==> config.mk <==
export PLATFORM = sky130hd
export DESIGN_NAME = utf8_aware_line_folder_unit
export DESIGN_NICKNAME = d
export VERILOG_FILES = /design/src/rtl/luf_pkg.sv /design/src/rtl/utf8_aware_line_folder_unit.sv /design/src/rtl/luf_front.sv /design/src/rtl/luf_queue.sv /design/src/rtl/luf_back.sv
export SDC_FILE = /design/constraint.sdc
export NUM_CORES = 1
export LEC_CHECK = 0
export ABC_AREA = 1
export BUFFER_PORTS_ARGS = -buffer_cell sky130_fd_sc_hd__buf_2
export CAP_MARGIN = 20
export CORE_MARGIN = 5
export CORE_UTILIZATION = 62
export CTS_CLUSTER_DIAMETER = 60
export CTS_CLUSTER_SIZE = 14
export DETAILED_ROUTE_END_ITERATION = 16
export PLACE_DENSITY_LB_ADDON = 0.3
export SYNTH_ARGS = -nofsm -noshare
export SYNTH_HDL_FRONTEND = slang
export SYNTH_SLANG_ARGS = --single-unit
==> constraint.sdc <==
create_clock -name clk -period 6.07 [get_ports clk]
set_input_delay 1.214 -clock clk [delete_from_list [all_inputs] [get_ports clk]]
set_output_delay 1.214 -clock clk [all_outputs]
set_load 0.005 [all_outputs]
==> src/rtl/luf_pkg.sv <==
// Shared types and constants of the UTF-8 aware line folder.
// Used by the front, the command queue, the back and the top level.
`default_nettype none
package luf_pkg;

	// Default octet count of one character and the ceiling that command records carry.
	localparam int MAX_CHAR_BYTES_DEF = 4;
	localparam int CHAR_BYTES_MAX     = 4;
	localparam int CNT_W              = $clog2(CHAR_BYTES_MAX + 1);
	localparam int SUB_W              = $clog2(CHAR_BYTES_MAX);

	// Command queue depth, a power of two.
	localparam int QUEUE_DEPTH = 2;

	localparam logic [7:0] LIMIT_RESET = 8'd75;
	localparam logic [7:0] LIMIT_FLOOR = 8'd5;
	localparam logic [7:0] CONT_MASK   = 8'hC0;
	localparam logic [7:0] CONT_TAG    = 8'h80;

	localparam logic [7:0] CH_CR = 8'h0D;
	localparam logic [7:0] CH_LF = 8'h0A;
	localparam logic [7:0] CH_SP = 8'h20;

	// One flushed character: optional fold (CR LF SP) ahead of cnt octets.
	typedef struct packed {
		logic                                fold;
		logic [CNT_W-1:0]                    cnt;
		logic [CHAR_BYTES_MAX-1:0][7:0]      bytes;
	} grp_t;

	// Everything one input request sends out: up to two flushes and an optional line end.
	typedef struct packed {
		grp_t a;
		grp_t b;
		logic eol;
	} cmd_t;

endpackage
`default_nettype wire

==> src/rtl/utf8_aware_line_folder_unit.sv <==
// Top level of the UTF-8 aware line folder: front, command queue and back.
// Depends on luf_pkg, luf_front, luf_queue and luf_back.
//
//   channel | direction | handshake            | payload
//   --------+-----------+----------------------+------------------------------
//   in      | sink      | in_valid / in_stall  | in_byte, has_byte, line_end
//   out     | source    | out_valid / out_stall| out_byte, last_of_run
//   cfg     | sink      | cfg_valid / cfg_ready| cfg_data (max_line_octets)
//
// The front takes one request per cycle while the command queue has room;
// the back sends one octet per cycle while out_stall is low; a request causes
// 0 or 1 octets for most bytes, up to 13 at a folded line end.
// The back's single output port sets the sustained rate; an idle back takes a
// command as it reaches the queue head, with no gap between commands otherwise.
// Reset clears held count, line fill, queue and output; the limit returns to 75.
// in_stall rises only when the queue is full; out_stall holds the output register.
`default_nettype none
module utf8_aware_line_folder_unit #(
	parameter int MAX_CHAR_BYTES = luf_pkg::MAX_CHAR_BYTES_DEF
) (
	input  wire logic       clk,
	input  wire logic       arst_n,
	input  wire logic       cfg_valid,
	output logic            cfg_ready,
	input  wire logic [7:0] cfg_data,
	input  wire logic       in_valid,
	output logic            in_stall,
	input  wire logic [7:0] in_byte,
	input  wire logic       has_byte,
	input  wire logic       line_end,
	output logic            out_valid,
	input  wire logic       out_stall,
	output logic [7:0]      out_byte,
	output logic            last_of_run
);

	luf_pkg::cmd_t push_data, pop_data;
	logic          push, full, pop, not_empty;

	// Limit writes land at once; the register never pushes back.
	assign cfg_ready = 1'b1;

	// Classify each request and decide folds against the current line fill.
	luf_front #(
		.MAX_CHAR_BYTES(MAX_CHAR_BYTES)
	) u_front (
		.clk      (clk),
		.arst_n   (arst_n),
		.cfg_valid(cfg_valid && cfg_ready),
		.cfg_data (cfg_data),
		.in_valid (in_valid),
		.in_stall (in_stall),
		.in_byte  (in_byte),
		.has_byte (has_byte),
		.line_end (line_end),
		.q_full   (full),
		.q_push   (push),
		.q_data   (push_data)
	);

	// Buffer commands so the front keeps taking bytes while the back drains.
	luf_queue u_queue (
		.clk      (clk),
		.arst_n   (arst_n),
		.push     (push),
		.push_data(push_data),
		.full     (full),
		.pop      (pop),
		.not_empty(not_empty),
		.pop_data (pop_data)
	);

	// Expand commands into fold, data and line-end octets.
	luf_back u_back (
		.clk        (clk),
		.arst_n     (arst_n),
		.q_valid    (not_empty),
		.q_data     (pop_data),
		.q_pop      (pop),
		.out_valid  (out_valid),
		.out_stall  (out_stall),
		.out_byte   (out_byte),
		.last_of_run(last_of_run)
	);

endmodule
`default_nettype wire

==> src/rtl/luf_front.sv <==
// Front of the line folder: takes input requests, tracks the held character
// and the line fill, and writes one command per productive request. Uses luf_pkg.
`default_nettype none
module luf_front #(
	parameter int MAX_CHAR_BYTES = luf_pkg::MAX_CHAR_BYTES_DEF
) (
	input  wire logic          clk,
	input  wire logic          arst_n,
	input  wire logic          cfg_valid,
	input  wire logic [7:0]    cfg_data,
	input  wire logic          in_valid,
	output logic               in_stall,
	input  wire logic [7:0]    in_byte,
	input  wire logic          has_byte,
	input  wire logic          line_end,
	input  wire logic          q_full,
	output logic               q_push,
	output luf_pkg::cmd_t      q_data
);

	localparam int HC_W  = $clog2(MAX_CHAR_BYTES + 1);
	localparam int IDX_W = (MAX_CHAR_BYTES > 1) ? $clog2(MAX_CHAR_BYTES) : 1;

	logic [7:0]      held_q [MAX_CHAR_BYTES];
	logic [7:0]      held_n [MAX_CHAR_BYTES];
	logic [HC_W-1:0] hc_q, hc_a, hc_n;
	logic [7:0]      lo_q, lo_a;
	logic [7:0]      max_q, limit;
	logic [8:0]      sum_a, sum_b;
	logic            cont, flush_a, fold_a, flush_b, fold_b, store, accept;

	assign in_stall = q_full;
	assign accept   = in_valid && !in_stall;

	always_comb begin
		limit   = (max_q < luf_pkg::LIMIT_FLOOR) ? luf_pkg::LIMIT_FLOOR : max_q;
		cont    = (in_byte & luf_pkg::CONT_MASK) == luf_pkg::CONT_TAG;
		flush_a = has_byte && (hc_q != '0) && (!cont || hc_q >= HC_W'(MAX_CHAR_BYTES));
		sum_a   = {1'b0, lo_q} + 9'(hc_q);
		fold_a  = flush_a && (sum_a > {1'b0, limit});
		if (!flush_a) begin
			lo_a = lo_q;
		end else if (fold_a) begin
			lo_a = 8'(hc_q) + 8'd1;
		end else begin
			lo_a = sum_a[7:0];
		end
		hc_a = flush_a ? '0 : hc_q;

		// Append the new octet to whatever is left held.
		store  = has_byte && (hc_a < HC_W'(MAX_CHAR_BYTES));
		held_n = held_q;
		if (store) begin
			held_n[hc_a[IDX_W-1:0]] = in_byte;
		end
		hc_n = store ? hc_a + HC_W'(1) : hc_a;

		flush_b = line_end && (hc_n != '0);
		sum_b   = {1'b0, lo_a} + 9'(hc_n);
		fold_b  = flush_b && (sum_b > {1'b0, limit});

		q_data        = '0;
		q_data.a.fold = fold_a;
		q_data.a.cnt  = flush_a ? luf_pkg::CNT_W'(hc_q) : '0;
		q_data.b.fold = fold_b;
		q_data.b.cnt  = flush_b ? luf_pkg::CNT_W'(hc_n) : '0;
		q_data.eol    = line_end;
		for (int i = 0; i < MAX_CHAR_BYTES; i++) begin
			q_data.a.bytes[i] = held_q[i];
			q_data.b.bytes[i] = held_n[i];
		end
		q_push = accept && (flush_a || line_end);
	end

	always_ff @(posedge clk or negedge arst_n) begin
		if (!arst_n) begin
			hc_q  <= '0;
			lo_q  <= '0;
			max_q <= luf_pkg::LIMIT_RESET;
		end else begin
			if (cfg_valid) begin
				max_q <= cfg_data;
			end
			if (accept) begin
				hc_q <= line_end ? '0 : hc_n;
				lo_q <= line_end ? '0 : lo_a;
			end
		end
	end

	// Held octets carry no reset; only entries below the count are read.
	always_ff @(posedge clk) begin
		if (accept) begin
			held_q <= held_n;
		end
	end

endmodule
`default_nettype wire

==> src/rtl/luf_queue.sv <==
// Short command queue between front and back of the line folder.
// Uses luf_pkg for the command type and depth.
`default_nettype none
module luf_queue (
	input  wire logic          clk,
	input  wire logic          arst_n,
	input  wire logic          push,
	input  wire luf_pkg::cmd_t push_data,
	output logic               full,
	input  wire logic          pop,
	output logic               not_empty,
	output luf_pkg::cmd_t      pop_data
);

	localparam int DEPTH = luf_pkg::QUEUE_DEPTH;
	localparam int PTR_W = (DEPTH > 1) ? $clog2(DEPTH) : 1;
	localparam int CNT_W = $clog2(DEPTH + 1);

	luf_pkg::cmd_t    mem [DEPTH];
	logic [PTR_W-1:0] wr_q, rd_q;
	logic [CNT_W-1:0] cnt_q;
	logic             do_push, do_pop;

	assign full      = cnt_q == CNT_W'(DEPTH);
	assign not_empty = cnt_q != '0;
	assign do_push   = push && !full;
	assign do_pop    = pop && not_empty;
	assign pop_data  = mem[rd_q];

	always_ff @(posedge clk or negedge arst_n) begin
		if (!arst_n) begin
			wr_q  <= '0;
			rd_q  <= '0;
			cnt_q <= '0;
		end else begin
			if (do_push) begin
				wr_q <= wr_q + PTR_W'(1);
			end
			if (do_pop) begin
				rd_q <= rd_q + PTR_W'(1);
			end
			if (do_push && !do_pop) begin
				cnt_q <= cnt_q + CNT_W'(1);
			end else if (do_pop && !do_push) begin
				cnt_q <= cnt_q - CNT_W'(1);
			end
		end
	end

	always_ff @(posedge clk) begin
		if (do_push) begin
			mem[wr_q] <= push_data;
		end
	end

endmodule
`default_nettype wire

==> src/rtl/luf_back.sv <==
// Back of the line folder: walks each queued command octet by octet into
// the output register. Uses luf_pkg.
`default_nettype none
module luf_back (
	input  wire logic          clk,
	input  wire logic          arst_n,
	input  wire logic          q_valid,
	input  wire luf_pkg::cmd_t q_data,
	output logic               q_pop,
	output logic               out_valid,
	input  wire logic          out_stall,
	output logic [7:0]         out_byte,
	output logic               last_of_run
);

	typedef enum logic [3:0] {
		ST_IDLE = 4'b0001,
		ST_FOLD = 4'b0010,
		ST_DATA = 4'b0100,
		ST_EOL  = 4'b1000
	} st_t;

	st_t                       state_q, nst, sst;
	logic                      grp_q, ngrp, sgrp;
	logic [luf_pkg::SUB_W-1:0] sub_q, nsub;
	luf_pkg::cmd_t             cur_q;
	luf_pkg::grp_t             g;
	logic [7:0]                emit;
	logic                      done, busy, advance, step;
	logic                      valid_q, last_q;
	logic [7:0]                byte_q;

	assign busy    = state_q != ST_IDLE;
	assign advance = !valid_q || !out_stall;
	assign step    = busy && advance;
	assign q_pop   = q_valid && (!busy || (step && done));

	assign out_valid   = valid_q;
	assign out_byte    = byte_q;
	assign last_of_run = last_q;

	always_comb begin
		g    = grp_q ? cur_q.b : cur_q.a;
		emit = '0;
		nst  = state_q;
		ngrp = grp_q;
		nsub = sub_q;
		done = 1'b0;
		case (state_q)
			ST_FOLD: begin
				emit = (sub_q == '0) ? luf_pkg::CH_CR :
				       (sub_q == luf_pkg::SUB_W'(1)) ? luf_pkg::CH_LF : luf_pkg::CH_SP;
				if (sub_q < luf_pkg::SUB_W'(2)) begin
					nsub = sub_q + luf_pkg::SUB_W'(1);
				end else begin
					nst  = ST_DATA;
					nsub = '0;
				end
			end
			ST_DATA: begin
				emit = g.bytes[sub_q];
				if (luf_pkg::CNT_W'(sub_q) + luf_pkg::CNT_W'(1) != g.cnt) begin
					nsub = sub_q + luf_pkg::SUB_W'(1);
				end else if (!grp_q && cur_q.b.cnt != '0) begin
					nst  = cur_q.b.fold ? ST_FOLD : ST_DATA;
					ngrp = 1'b1;
					nsub = '0;
				end else if (cur_q.eol) begin
					nst  = ST_EOL;
					nsub = '0;
				end else begin
					done = 1'b1;
				end
			end
			ST_EOL: begin
				emit = (sub_q == '0) ? luf_pkg::CH_CR : luf_pkg::CH_LF;
				if (sub_q == '0) begin
					nsub = luf_pkg::SUB_W'(1);
				end else begin
					done = 1'b1;
				end
			end
			default: begin
				done = 1'b1;
			end
		endcase

		// First step of the next command.
		if (q_data.a.cnt != '0) begin
			sst  = q_data.a.fold ? ST_FOLD : ST_DATA;
			sgrp = 1'b0;
		end else if (q_data.b.cnt != '0) begin
			sst  = q_data.b.fold ? ST_FOLD : ST_DATA;
			sgrp = 1'b1;
		end else begin
			sst  = ST_EOL;
			sgrp = 1'b0;
		end
	end

	always_ff @(posedge clk or negedge arst_n) begin
		if (!arst_n) begin
			state_q <= ST_IDLE;
			grp_q   <= 1'b0;
			sub_q   <= '0;
			valid_q <= 1'b0;
		end else begin
			if (advance) begin
				valid_q <= busy;
			end
			if (q_pop) begin
				state_q <= sst;
				grp_q   <= sgrp;
				sub_q   <= '0;
			end else if (step) begin
				state_q <= done ? ST_IDLE : nst;
				grp_q   <= ngrp;
				sub_q   <= nsub;
			end
		end
	end

	always_ff @(posedge clk) begin
		if (q_pop) begin
			cur_q <= q_data;
		end
		if (advance) begin
			byte_q <= emit;
			last_q <= done;
		end
	end

endmodule
`default_nettype wire

==> flow_metrics.py, run 1 <==
metrics = {
    "status": {
        "outcome": "finished, final reports clean",
    },
    "final_layout": {
        "register_area_um2": 8561,
        "flow.area_growth_from_synthesis_pct": 9.523,
        "nNetsFinal": 1162,
        "multi_input_area_um2": 3359,
        "nFillCells": 1366,
        "fraction_of_layout_instances_using_a_drive_strength_above_1_pct": 9.874,
        "antenna_cells": 0,
    },
    "worst_setup_path": {
        "worst-path-buf-inv": 3,
        "worst_setup_path_end_kind": "register",
        "timing.setup.critical_path_class": "reg2reg",
        "timing.critical_path.fanout_max": 5,
        "worst_ep_required_time_ns": 6.43,
        "critical_path.slowest_cell": "dfrtp_1",
        "crit_cells": 34,
        "crit_path_frequent_cell": "nand2_1",
        "worst_ep_arrival_time_ns": 5.88,
        "critPathMaxStageDelay_ns": 0.43,
        "worstSetupStartpointType": "register",
        "cpLargestDelayFamily": "adder cells",
        "reg2reg_depth": 34,
    },
    "sta": {
        "final_max_slew_viol_count": 0,
        "maxClockFrequency_mhz": 181.1,
        "final_period_minus_worst_setup_slack_ns": 5.520,
        "post-route-period-util_pct": 90.94,
        "clock-skew-final_ns": 0.006879,
        "hold_viol": 0,
        "hold_ws_ns": 0.4731,
        "max_slew.worst_pin.slew_ns": 1.017,
        "slew_headroom_pct": 32.17,
        "grt_setup_unrepaired": "no",
        "setup_violations": 0,
        "finalSetupTns_ns": 0,
    },
    "global_routing": {
        "antenna_violations_before_repair": 0,
        "globalRouteOverflowTotal": 0,
        "track_usage_pct": 22.83,
        "grt_pass1_wl_um": 40300,
        "grt_max_degree": 74,
        "first_global_vias": 7788,
    },
    "hold_path": {
        "hold_path_class": "reg2reg",
        "hold_critical_path_depth": 0,
    },
    "synth": {
        "mappedNetlistNets": 1123,
        "synth_top_area_share_pct": 62.84,
        "synth_ff_type": "edfxtp_1",
        "postSynthRegisterBits": 290,
        "yosysWarningCount": 0,
        "synth.distinct_cells": 48,
        "synth_seq_area_share_pct": 69.16,
        "yosysTopAreaCell": "edfxtp_1",
        "ys_top_cells_by_area": "edfxtp_1 63%, nand2_1 9.4%, dfrtp_1 5.3%",
        "syn_area_um2": 12380,
        "syn_area_per_cell_um2": 11.60,
        "synth-async-reset-ratio_pct": 10.69,
        "synthCells": 1067,
        "synth_enable_flop_cells": 259,
    },
    "route": {
        "detailedRoute.firstPassIterationCount": 5,
        "drcViolationCount": 0,
        "antenna_violating_nets_post_route": 0,
        "wl_per_cell_um": 18.22,
        "routed_via_density": 5.672,
        "routed_wl_um": 25120,
        "drt_iter0_drc": 663,
        "routed-via-count": 7821,
    },
    "floorplan": {
        "core_region_area_um2": 19590,
        "number_of_placed_i_o_pins": 35,
        "chipHeight_um": 151.3,
        "num_rows": 51,
        "chipWidth_um": 151.3,
        "die_area_um2": 22890,
        "initial_core_util_pct": 63.18,
    },
    "job": {
        "max_cap_viol_count": 0,
    },
    "clock_tree": {
        "post_cts.repair.setup_buffers": 0,
        "clk_pin_slew_worst_paths_ns": 0.07,
        "clock_sink_count": 290,
        "clockRootBuffer": "clkbuf_16",
        "cts_resized": 0,
        "worst_skew_pair_later_pin_latency_ns": 0.53,
        "htree_num_levels": 1,
        "ctsLongestPathBuffers": 3,
        "cts_buffers": 25,
        "hold_buffer_count_at_cts": 0,
        "cts_tree": "done",
    },
    "power_and_ir_drop": {
        "power.density_nw_per_um2": 500.8,
        "static-leakage-power_nw": 5.465,
        "worst_ir_drop_vdd_mv": 0.2590,
    },
    "place": {
        "io_buffers": 33,
        "hpwl_um": 15270,
        "finalWeightedCongestion": 0.8944,
    },
}
## stage by stage
| step | cells | setup slack (ns) | power (mW) | utilization, % | cell area, um^2 |
|---|---|---|---|---|---|
| 3_3_place_gp | 1342 | 0.7872 | 5.299 | 65.65 | 12860 |
| 2_1_floorplan | 1067 | 0.1887 | 4.735 | - | 12380 |
| 5_1_grt | 1379 | 0.05660 | 7.203 | 69.20 | 13560 |
| 3_5_place_dp | 1342 | 0.5342 | 5.406 | 65.65 | 12860 |
| 4_1_cts | 1377 | 0.4946 | 6.810 | 69.12 | 13540 |
| 6_report | 1379 | 0.5497 | 6.788 | 69.20 | 13560 |
## registers in the layout, indices dropped and copies added (netlist names), 3 cells and up
name,count
u_back.cur_q,72
u_back.out_byte,8
u_back.state_q,4
u_front.hc_q,3
u_front.lo_q,8
u_front.max_q,8
u_front.q_data,32
u_queue.mem,146
## worst register-to-register path, delay by kind of cell, from the launching register on
family          cells  cell delay, ns
buf+inv             3            0.25
compound gates      8            1.12
xor+xnor            2            0.36
fa+ha+maj           6            1.87
flops               1            0.43
simple gates       15            1.32
## power by group
group	internal, mW	leakage, nW	switching [mW]	total (mW)
registers	3.13	2.83	0.262	3.40
logic	0.576	2.30	1.41	1.98
clock network	0.747	0.331	0.663	1.41
## final timing paths
kind	from	endpoint	slack [ns]
min	u_front.q_data[49]	u_queue.mem[0][49]	0.47
max in group asynchronous	arst_n	u_queue.rd_q	4.77
max reg2reg	u_front.hc_q[0]	u_queue.mem[0][36]	0.55
min reg2reg	u_front.q_data[49]	u_queue.mem[0][49]	0.47
min in group asynchronous	arst_n	u_back.sub_q[1]	0.76
max	u_front.hc_q[0]	u_queue.mem[0][36]	0.55
## cell usage in the layout (no fill, tap or decap), types with 4 or more instances in the layout
cell,netlist,routed
nand2_1,309,309
edfxtp_1,259,259
o21ai_0,102,102
inv_1,80,79
nor2_1,76,74
buf_2,1,33
ha_1,31,31
clkbuf_16,0,25
dfrtp_1,26,25
nand3_1,19,19
o22ai_1,16,16
a21oi_1,14,14
xor2_1,12,12
buf_4,1,12
o221ai_1,11,11
or2_2,6,6
o21ai_1,5,5
o31ai_1,5,5
xnor2_1,5,5
nor3_1,5,5
clkbuf_1,20,5
dfstp_2,5,5
inv_2,3,4
nand4_1,4,4
a31oi_1,4,4
## cell families (layout without fill, tap and decap cells)
kind of cell               count (synthesis)  in the layout  share of synthesized area [%]
AOI/OAI and AO/OA                        170            170                          8.199
other                                      1              1                        0.03030
xor gates and xnor gates                  17             17                          1.203
buffers and inverters                    122            169                          3.821
adders and majority gates                 33             33                          3.457
and+or+nand+nor                          430            430                          13.80
DFF                                      290            290                          69.16
muxes                                      4              4                         0.3336
## area by class of cell
| cell class | instances | share of cell area (%) |
|---|---|---|
| Sequential cell | 290 | 63.15 |
| Tap cell | 265 | 2.446 |
| Timing Repair Buffer | 47 | 2.178 |
| Inverter | 87 | 2.428 |
| Multi-Input combinational cell | 655 | 24.78 |
| Clock inverter | 5 | 0.2584 |
| Clock buffer | 30 | 4.754 |
## cells in the mapped netlist, types with 2 or more instances
cell type / instances
nand2_1: 309
edfxtp_1: 259
o21ai_0: 102
inv_1: 80
nor2_1: 76
ha_1: 31
dfrtp_1: 26
clkbuf_1: 20
nand3_1: 19
o22ai_1: 16
a21oi_1: 14
buf_1: 12
xor2_1: 12
o221ai_1: 11
or2_2: 6
dfstp_2: 5
nor3_1: 5
o21ai_1: 5
o31ai_1: 5
xnor2_1: 5
a31oi_1: 4
nand4_1: 4
clkinv_1: 3
inv_2: 3
mux2i_1: 3
nor2_2: 3
nor3_2: 3
o2111ai_1: 3
fa_1: 2
nor4_1: 2
o21bai_1: 2
## routing by layer
metal / vias to the layer above / wire, um / GRT usage [%]
met5: - / 0 / 0
met4: 0 / 796 / 8.704
met3: 66 / 1586 / 2.753
met2: 284 / 12390 / 39.16
met1: 3721 / 10350 / 30.09
li1: 3750 / - / -
Power figures use the tool's default switching activity.
==> run 2: changes to the inputs <==
Settings changed: SYNTH_HIERARCHICAL set to 1.
==> run 2 against run 1 <==
  * Count of clock-buffer cells in the layout up 1
  * Fmax about the same
  * Combinational power up 8%
  * Sequential cell count unchanged
  * Non-clock buffer count down 2
  * Synthesized cell count up 7.4%
  * Cell area up 2.5%
  * Critical path depth up 1
  * Die area up 3.4%
  * First-iteration DRC count down 8.4%
  * Critical endpoint is now u_queue/mem[0][36]
  * Largest cell class unchanged
  * Largest power group unchanged
==> flow_metrics.py, run 2 <==
metrics = {
    "synth": {
        "yosysWarningCount": 6,
        "yosysMostFrequentCell": "nand2_1",
        "synthCells": 1146,
        "mappedNetlistNets": 1202,
        "synth_enable_flop_cells": 259,
        "synth_common_cells": "358 x nand2_1, 259 x edfxtp_1, 95 x o21ai_0, 81 x inv_1, 80 x nor2_1",
        "synth_ff_type": "edfxtp_1",
        "synth.distinct_cells": 47,
        "synth_top_area_share_pct": 60.61,
        "ys_top_cells_by_area": "edfxtp_1 61%, nand2_1 10%, dfrtp_1 5.1%",
        "syn_area_um2": 12830,
        "postSynthRegisterBits": 290,
        "syn_area_per_cell_um2": 11.20,
        "synth-async-reset-ratio_pct": 10.69,
        "synth_seq_area_share_pct": 66.71,
        "yosysTopAreaCell": "edfxtp_1",
    },
    "clock_tree": {
        "ctsLongestPathBuffers": 3,
        "hold_buffer_count_at_cts": 0,
        "clockRootBuffer": "clkbuf_16",
        "post_cts.repair.setup_buffers": 0,
        "clk_pin_slew_worst_paths_ns": 0.07,
        "cts_buffers": 25,
        "htree_num_levels": 1,
        "cts_tree": "done",
        "cts_resized": 0,
        "clock_sink_count": 290,
        "worst_skew_pair_later_pin_latency_ns": 0.53,
    },
    "global_routing": {
        "grt_max_degree": 76,
        "grt_pass1_wl_um": 39850,
        "track_usage_pct": 20.91,
        "antenna_violations_before_repair": 1,
        "first_global_vias": 7765,
        "globalRouteOverflowTotal": 0,
    },
    "sta": {
        "maxClockFrequency_mhz": 181.0,
        "hold_viol": 0,
        "grt_setup_unrepaired": "no",
        "final_period_minus_worst_setup_slack_ns": 5.525,
        "setup_violations": 0,
        "final_max_slew_viol_count": 0,
        "slew_headroom_pct": 31.62,
        "post-route-period-util_pct": 91.02,
        "finalSetupTns_ns": 0,
        "max_slew.worst_pin.slew_ns": 1.026,
        "hold_ws_ns": 0.4666,
        "clock-skew-final_ns": 0.01014,
    },
    "route": {
        "routed_wl_um": 24470,
        "drt_iter0_drc": 607,
        "wl_per_cell_um": 16.84,
        "routedLengthMet1_um": 10030,
        "routed-via-count": 7947,
        "highest_metal_layer_with_signal_wires": "met5",
        "met2_length_um": 12650,
        "routed_via_density": 5.469,
        "drcViolationCount": 0,
        "route.met3.wl_um": 1367,
        "antenna_violating_nets_post_route": 0,
        "detailedRoute.firstPassIterationCount": 5,
    },
    "final_layout": {
        "final_cell_mix": "358 x nand2_1, 259 x edfxtp_1, 93 x o21ai_0, 79 x inv_1, 78 x nor2_1",
        "layout.cells.most_common": "nand2_1",
        "antenna_cells": 0,
        "final_cell_count_without_fillers": 1453,
        "nFillCells": 1465,
        "regMostFlops": "u_queue/mem",
        "fraction_of_layout_instances_using_a_drive_strength_above_1_pct": 12.51,
        "flow.area_growth_from_synthesis_pct": 8.289,
        "largest_register_ffs": 146,
        "nNetsFinal": 1231,
    },
    "power_and_ir_drop": {
        "power.density_nw_per_um2": 492.4,
        "worst_ir_drop_vdd_mv": 0.2929,
        "static-leakage-power_nw": 5.657,
    },
    "hold_path": {
        "hp-start": "u_back/state_q[0]",
        "hold_path_end": "u_back/state_q[0]",
        "hold_critical_path_depth": 2,
        "hold_path_class": "reg2reg",
    },
    "place": {
        "hpwl_um": 15190,
        "io_buffers": 33,
        "dp.cells": 1418,
        "finalWeightedCongestion": 0.8777,
    },
    "worst_setup_path": {
        "crit_path_frequent_cell": "nor2_1",
        "r2r-start": "u_front/hc_q[0]",
        "timing.critical_path.fanout_max": 10,
        "cpLargestDelayFamily": "adder cells",
        "worst_r2r_endpoint": "u_queue/mem[0][36]",
        "worstSetupStartpointType": "register",
        "worst_ep_required_time_ns": 6.33,
        "critPathMaxStageDelay_ns": 0.44,
        "ff2ff_setup_slack_ns": 0.54,
        "reg2reg_depth": 35,
        "worst_setup_path_end_kind": "register",
        "timing.setup.critical_path_class": "reg2reg",
        "worst_ep_arrival_time_ns": 5.79,
        "critical_path.slowest_cell": "dfrtp_1",
        "worst-path-buf-inv": 5,
    },
    "floorplan": {
        "die_area_um2": 23670,
        "chipHeight_um": 153.9,
        "num_rows": 52,
        "initial_core_util_pct": 63.21,
        "number_of_placed_i_o_pins": 35,
        "core_region_area_um2": 20300,
        "chipWidth_um": 153.9,
    },
    "job": {
        "max_cap_viol_count": 0,
    },
    "status": {
        "outcome": "finished, final reports clean",
    },
}
[run 2: cell types whose count changed after synthesis, sizes merged, moves of 6 or more]
cell	before	now
nand2	310	377
buf	15	28
inv	84	97
nand3	19	32
nor2	79	91
nand4	4	12
o21ai	109	103
xor2	12	6
[run 2: where the power goes]
| group | leakage, nW | switching [mW] | internal [mW] | total [mW] |
|---|---|---|---|---|
| Clock | 0.333 | 0.652 | 0.753 | 1.41 |
| Sequential | 2.82 | 0.205 | 3.09 | 3.30 |
| Combinational | 2.50 | 1.53 | 0.610 | 2.14 |
| Total | 5.66 | 2.38 | 4.46 | 6.84 |
[run 2: layout make-up]
| class | count | area (um^2) | share of cell area (%) |
|---|---|---|---|
| multi-input combinational | 715 | 3670 | 26.41 |
| tap | 270 | 337.8 | 2.431 |
| inverter | 98 | 367.9 | 2.647 |
| sequential | 290 | 8561 | 61.61 |
| timing repair buffer | 45 | 267.8 | 1.927 |
| clock buffer | 31 | 648.1 | 4.665 |
| clock inverter | 4 | 42.54 | 0.3062 |
[run 2: worst reg2reg max path, delay by kind of cell (launching register included)]
family / cells / cell delay [ns]
buf+inv: 5 / 0.34
simple gates: 16 / 1.47
compound gates: 7 / 1.00
fa+ha+maj: 6 / 1.86
xor+xnor: 1 / 0.16
flops: 1 / 0.44
[run 2: metrics by stage]
stage               cell area [um^2]  power [mW]  setup WS (ns)  utilization [%]
finish                         13890       6.841         0.5449            68.45
global route                   13890       7.295        0.01934            68.45
CTS                            13890       6.886         0.3931            68.43
detailed placement             13200       5.467         0.4790            65.03
global placement               13200       5.388         0.6484            65.03
floorplan                      12830       4.891         0.7636                -
[run 2: cells by family (layout without fill, tap and decap cells)]
kind of cell	count (synthesis)	count (layout)	share of synthesized area, %
AND/OR/NAND/NOR	523	523	17.63
flip-flops	290	290	66.71
AO/OA/AOI/OAI	147	147	6.631
buffers and inverters	141	178	4.837
adder cells (fa/ha/maj)	33	33	3.335
XOR/XNOR	10	10	0.7412
other	1	1	0.02923
multiplexers	1	1	0.08776
[run 2: worst max-delay path by stage]
| stage | start | to | slack, ns | cells after the start |
|---|---|---|---|---|
| after global placement | u_front/hc_q[0] | u_queue/mem[0][36] | 0.65 | 35 |
| after CTS | u_front/hc_q[0] | u_queue/mem[0][36] | 0.39 | 35 |
| after floorplan | in_valid | u_queue/mem[1][0] | 0.76 | 7 |
| after detailed placement | u_front/hc_q[0] | u_queue/mem[1][36] | 0.48 | 35 |
| final | u_front/hc_q[0] | u_queue/mem[0][36] | 0.54 | 35 |
| after global routing | u_front/hc_q[0] | u_queue/mem[1][36] | 0.02 | 35 |
[run 2: layer usage]
layer	GRT usage (%)	vias up
met5	0	-
met1	27.43	3772
met4	4.247	2
met2	37.83	209
li1	-	3926
met3	2.698	38
==> run 3: changes to the inputs <==
Settings changed: GPL_ROUTABILITY_DRIVEN set to 0, SYNTH_HIERARCHICAL 1 to unset.
==> run 3 against run 2 <==
  * Sequential share of layout area increased by 1.4 points
  * Non-clock buffer count fell by 1
  * Die area fell by 3.3%
  * Worst setup slack improved by 0.024 ns
  * Core utilization is 0.85 points higher
  * Global-route usage increased by 1.2 points
  * Final cell count fell by 4.5%
  * Fmax grew 0.44%
  * Critical path type unchanged
  * Highest routed layer is now met4
==> flow_metrics.py, run 3 (synthesized netlist as in run 1, its figures left out) <==
metrics = {
    "job": {
        "max_cap_viol_count": 0,
    },
    "route": {
        "wl_per_cell_um": 17.50,
        "routed_via_density": 5.566,
        "antenna_violating_nets_post_route": 0,
        "drcViolationCount": 0,
        "routed_wl_um": 24280,
        "detailedRoute.firstPassIterationCount": 7,
        "drt_iter0_drc": 668,
        "routed-via-count": 7720,
    },
    "sta": {
        "maxClockFrequency_mhz": 181.8,
        "setup_violations": 0,
        "slew_headroom_pct": 30.73,
        "post-route-period-util_pct": 90.62,
        "finalWorstSetupSlack_ns": 0.5692,
        "hold_viol": 0,
        "clock-skew-final_ns": 0.01439,
        "max_slew.worst_pin.slew_ns": 1.039,
        "final_max_slew_viol_count": 0,
        "hold_ws_ns": 0.4688,
        "grt_setup_unrepaired": "no",
        "finalSetupTns_ns": 0,
        "final_period_minus_worst_setup_slack_ns": 5.501,
    },
    "floorplan": {
        "num_rows": 51,
        "number_of_placed_i_o_pins": 35,
        "chipHeight_um": 151.3,
        "chipWidth_um": 151.3,
        "die_area_um2": 22890,
        "initial_core_util_pct": 63.18,
        "core_region_area_um2": 19590,
    },
    "place": {
        "post-place-ws_ns": 0.6236,
        "io_buffers": 33,
        "hpwl_um": 14670,
        "dp.cells": 1341,
    },
    "worst_setup_path": {
        "setup.worst_path.start": "u_front.hc_q[2]",
        "crit_cells": 33,
        "worstSetupStartpointType": "register",
        "worst_ep_required_time_ns": 6.44,
        "critical_path.slowest_cell": "dfrtp_1",
        "cpLargestDelayFamily": "adder cells",
        "timing.setup.critical_path_class": "reg2reg",
        "crit_path_frequent_cell": "nand2_1",
        "critPathMaxStageDelay_ns": 0.43,
        "r2r-start": "u_front.hc_q[2]",
        "worst_setup_path_end_kind": "register",
        "worst_ep_arrival_time_ns": 5.87,
        "reg2reg_depth": 33,
        "worst-path-buf-inv": 2,
        "timing.critical_path.fanout_max": 9,
    },
    "clock_tree": {
        "clock_sink_count": 290,
        "cts_tree": "done",
        "worst_skew_pair_later_pin_latency_ns": 0.53,
        "post_cts.repair.setup_buffers": 0,
        "ctsLongestPathBuffers": 3,
        "cts_buffers": 25,
        "cts_resized": 0,
        "hold_buffer_count_at_cts": 0,
        "clk_pin_slew_worst_paths_ns": 0.07,
        "clockRootBuffer": "clkbuf_16",
        "htree_num_levels": 1,
    },
    "global_routing": {
        "track_usage_pct": 22.08,
        "antenna_violations_before_repair": 0,
        "globalRouteOverflowTotal": 0,
        "grt_pass1_wl_um": 39160,
        "first_global_vias": 7721,
        "grt_max_degree": 74,
    },
    "hold_path": {
        "hp-start": "u_front.q_data[41]",
        "hold_path_class": "reg2reg",
        "hold_critical_path_depth": 0,
    },
    "final_layout": {
        "flow.area_growth_from_synthesis_pct": 9.684,
        "regMostFlops": "u_queue.mem",
        "nNetsFinal": 1159,
        "fraction_of_layout_instances_using_a_drive_strength_above_1_pct": 9.447,
        "final_cell_count_without_fillers": 1387,
        "layout.cells.most_common": "nand2_1",
        "antenna_cells": 0,
        "final_cell_mix": "309 x nand2_1, 259 x edfxtp_1, 102 x o21ai_0, 79 x inv_1, 74 x nor2_1",
        "largest_register_ffs": 146,
        "final_util_pct": 69.30,
        "nFillCells": 1388,
    },
    "power_and_ir_drop": {
        "power.density_nw_per_um2": 504.3,
        "worst_ir_drop_vdd_mv": 0.2955,
        "static-leakage-power_nw": 5.467,
    },
    "status": {
        "outcome": "finished, final reports clean",
    },
}
run 3: worst paths after layout:
path                                      end  slack [ns]
max reg2reg                u_queue.mem[1][36]        0.57
min                        u_queue.mem[1][41]        0.47
min in group asynchronous        u_queue.wr_q        0.75
max in group asynchronous        u_queue.rd_q        4.80
max                        u_queue.mem[1][36]        0.57
min reg2reg                u_queue.mem[1][41]        0.47
run 3: area by class of cell:
cell class              count  area (um^2)  area share, %
flip-flops and latches    290         8561          63.06
multi-input cells         655         3359          24.75
clock buffers              42        689.4          5.078
well taps                 265        331.6          2.442
inverters                  87        329.1          2.424
repair buffers             44        247.7          1.825
clock inverters             4        57.56         0.4240
run 3: worst register-to-register path: cells and delay by family (launching register included):
family | cells | cell delay (ns)
xor+xnor | 2 | 0.34
buf+inv | 2 | 0.19
flops | 1 | 0.43
compound gates | 9 | 1.38
simple gates | 15 | 1.40
fa+ha+maj | 5 | 1.61
run 3: report_power, final:
part,switching (mW),internal (mW),leakage [nW]
Clock,0.676,0.821,0.353
Sequential,0.277,3.14,2.83
Combinational,1.38,0.558,2.28
run 3: per-layer routing:
| metal | GRT usage [%] | vias up | wire length [um] |
|---|---|---|---|
| met1 | 29.25 | 3635 | 9910 |
| met3 | 3.441 | 55 | 1737 |
| li1 | - | 3757 | - |
| met5 | 0 | - | 0 |
| met4 | 6.346 | 0 | 627 |
| met2 | 38.14 | 273 | 12000 |
run 3: per-stage QoR:
| step | power, mW | instance area, um^2 |
|---|---|---|
| 2_1_floorplan | 4.735 | 12380 |
| 6_report | 6.846 | 13580 |
| 3_3_place_gp | 5.273 | 12830 |
| 4_1_cts | 6.873 | 13580 |
| 3_5_place_dp | 5.371 | 12830 |
| 5_1_grt | 7.256 | 13580 |
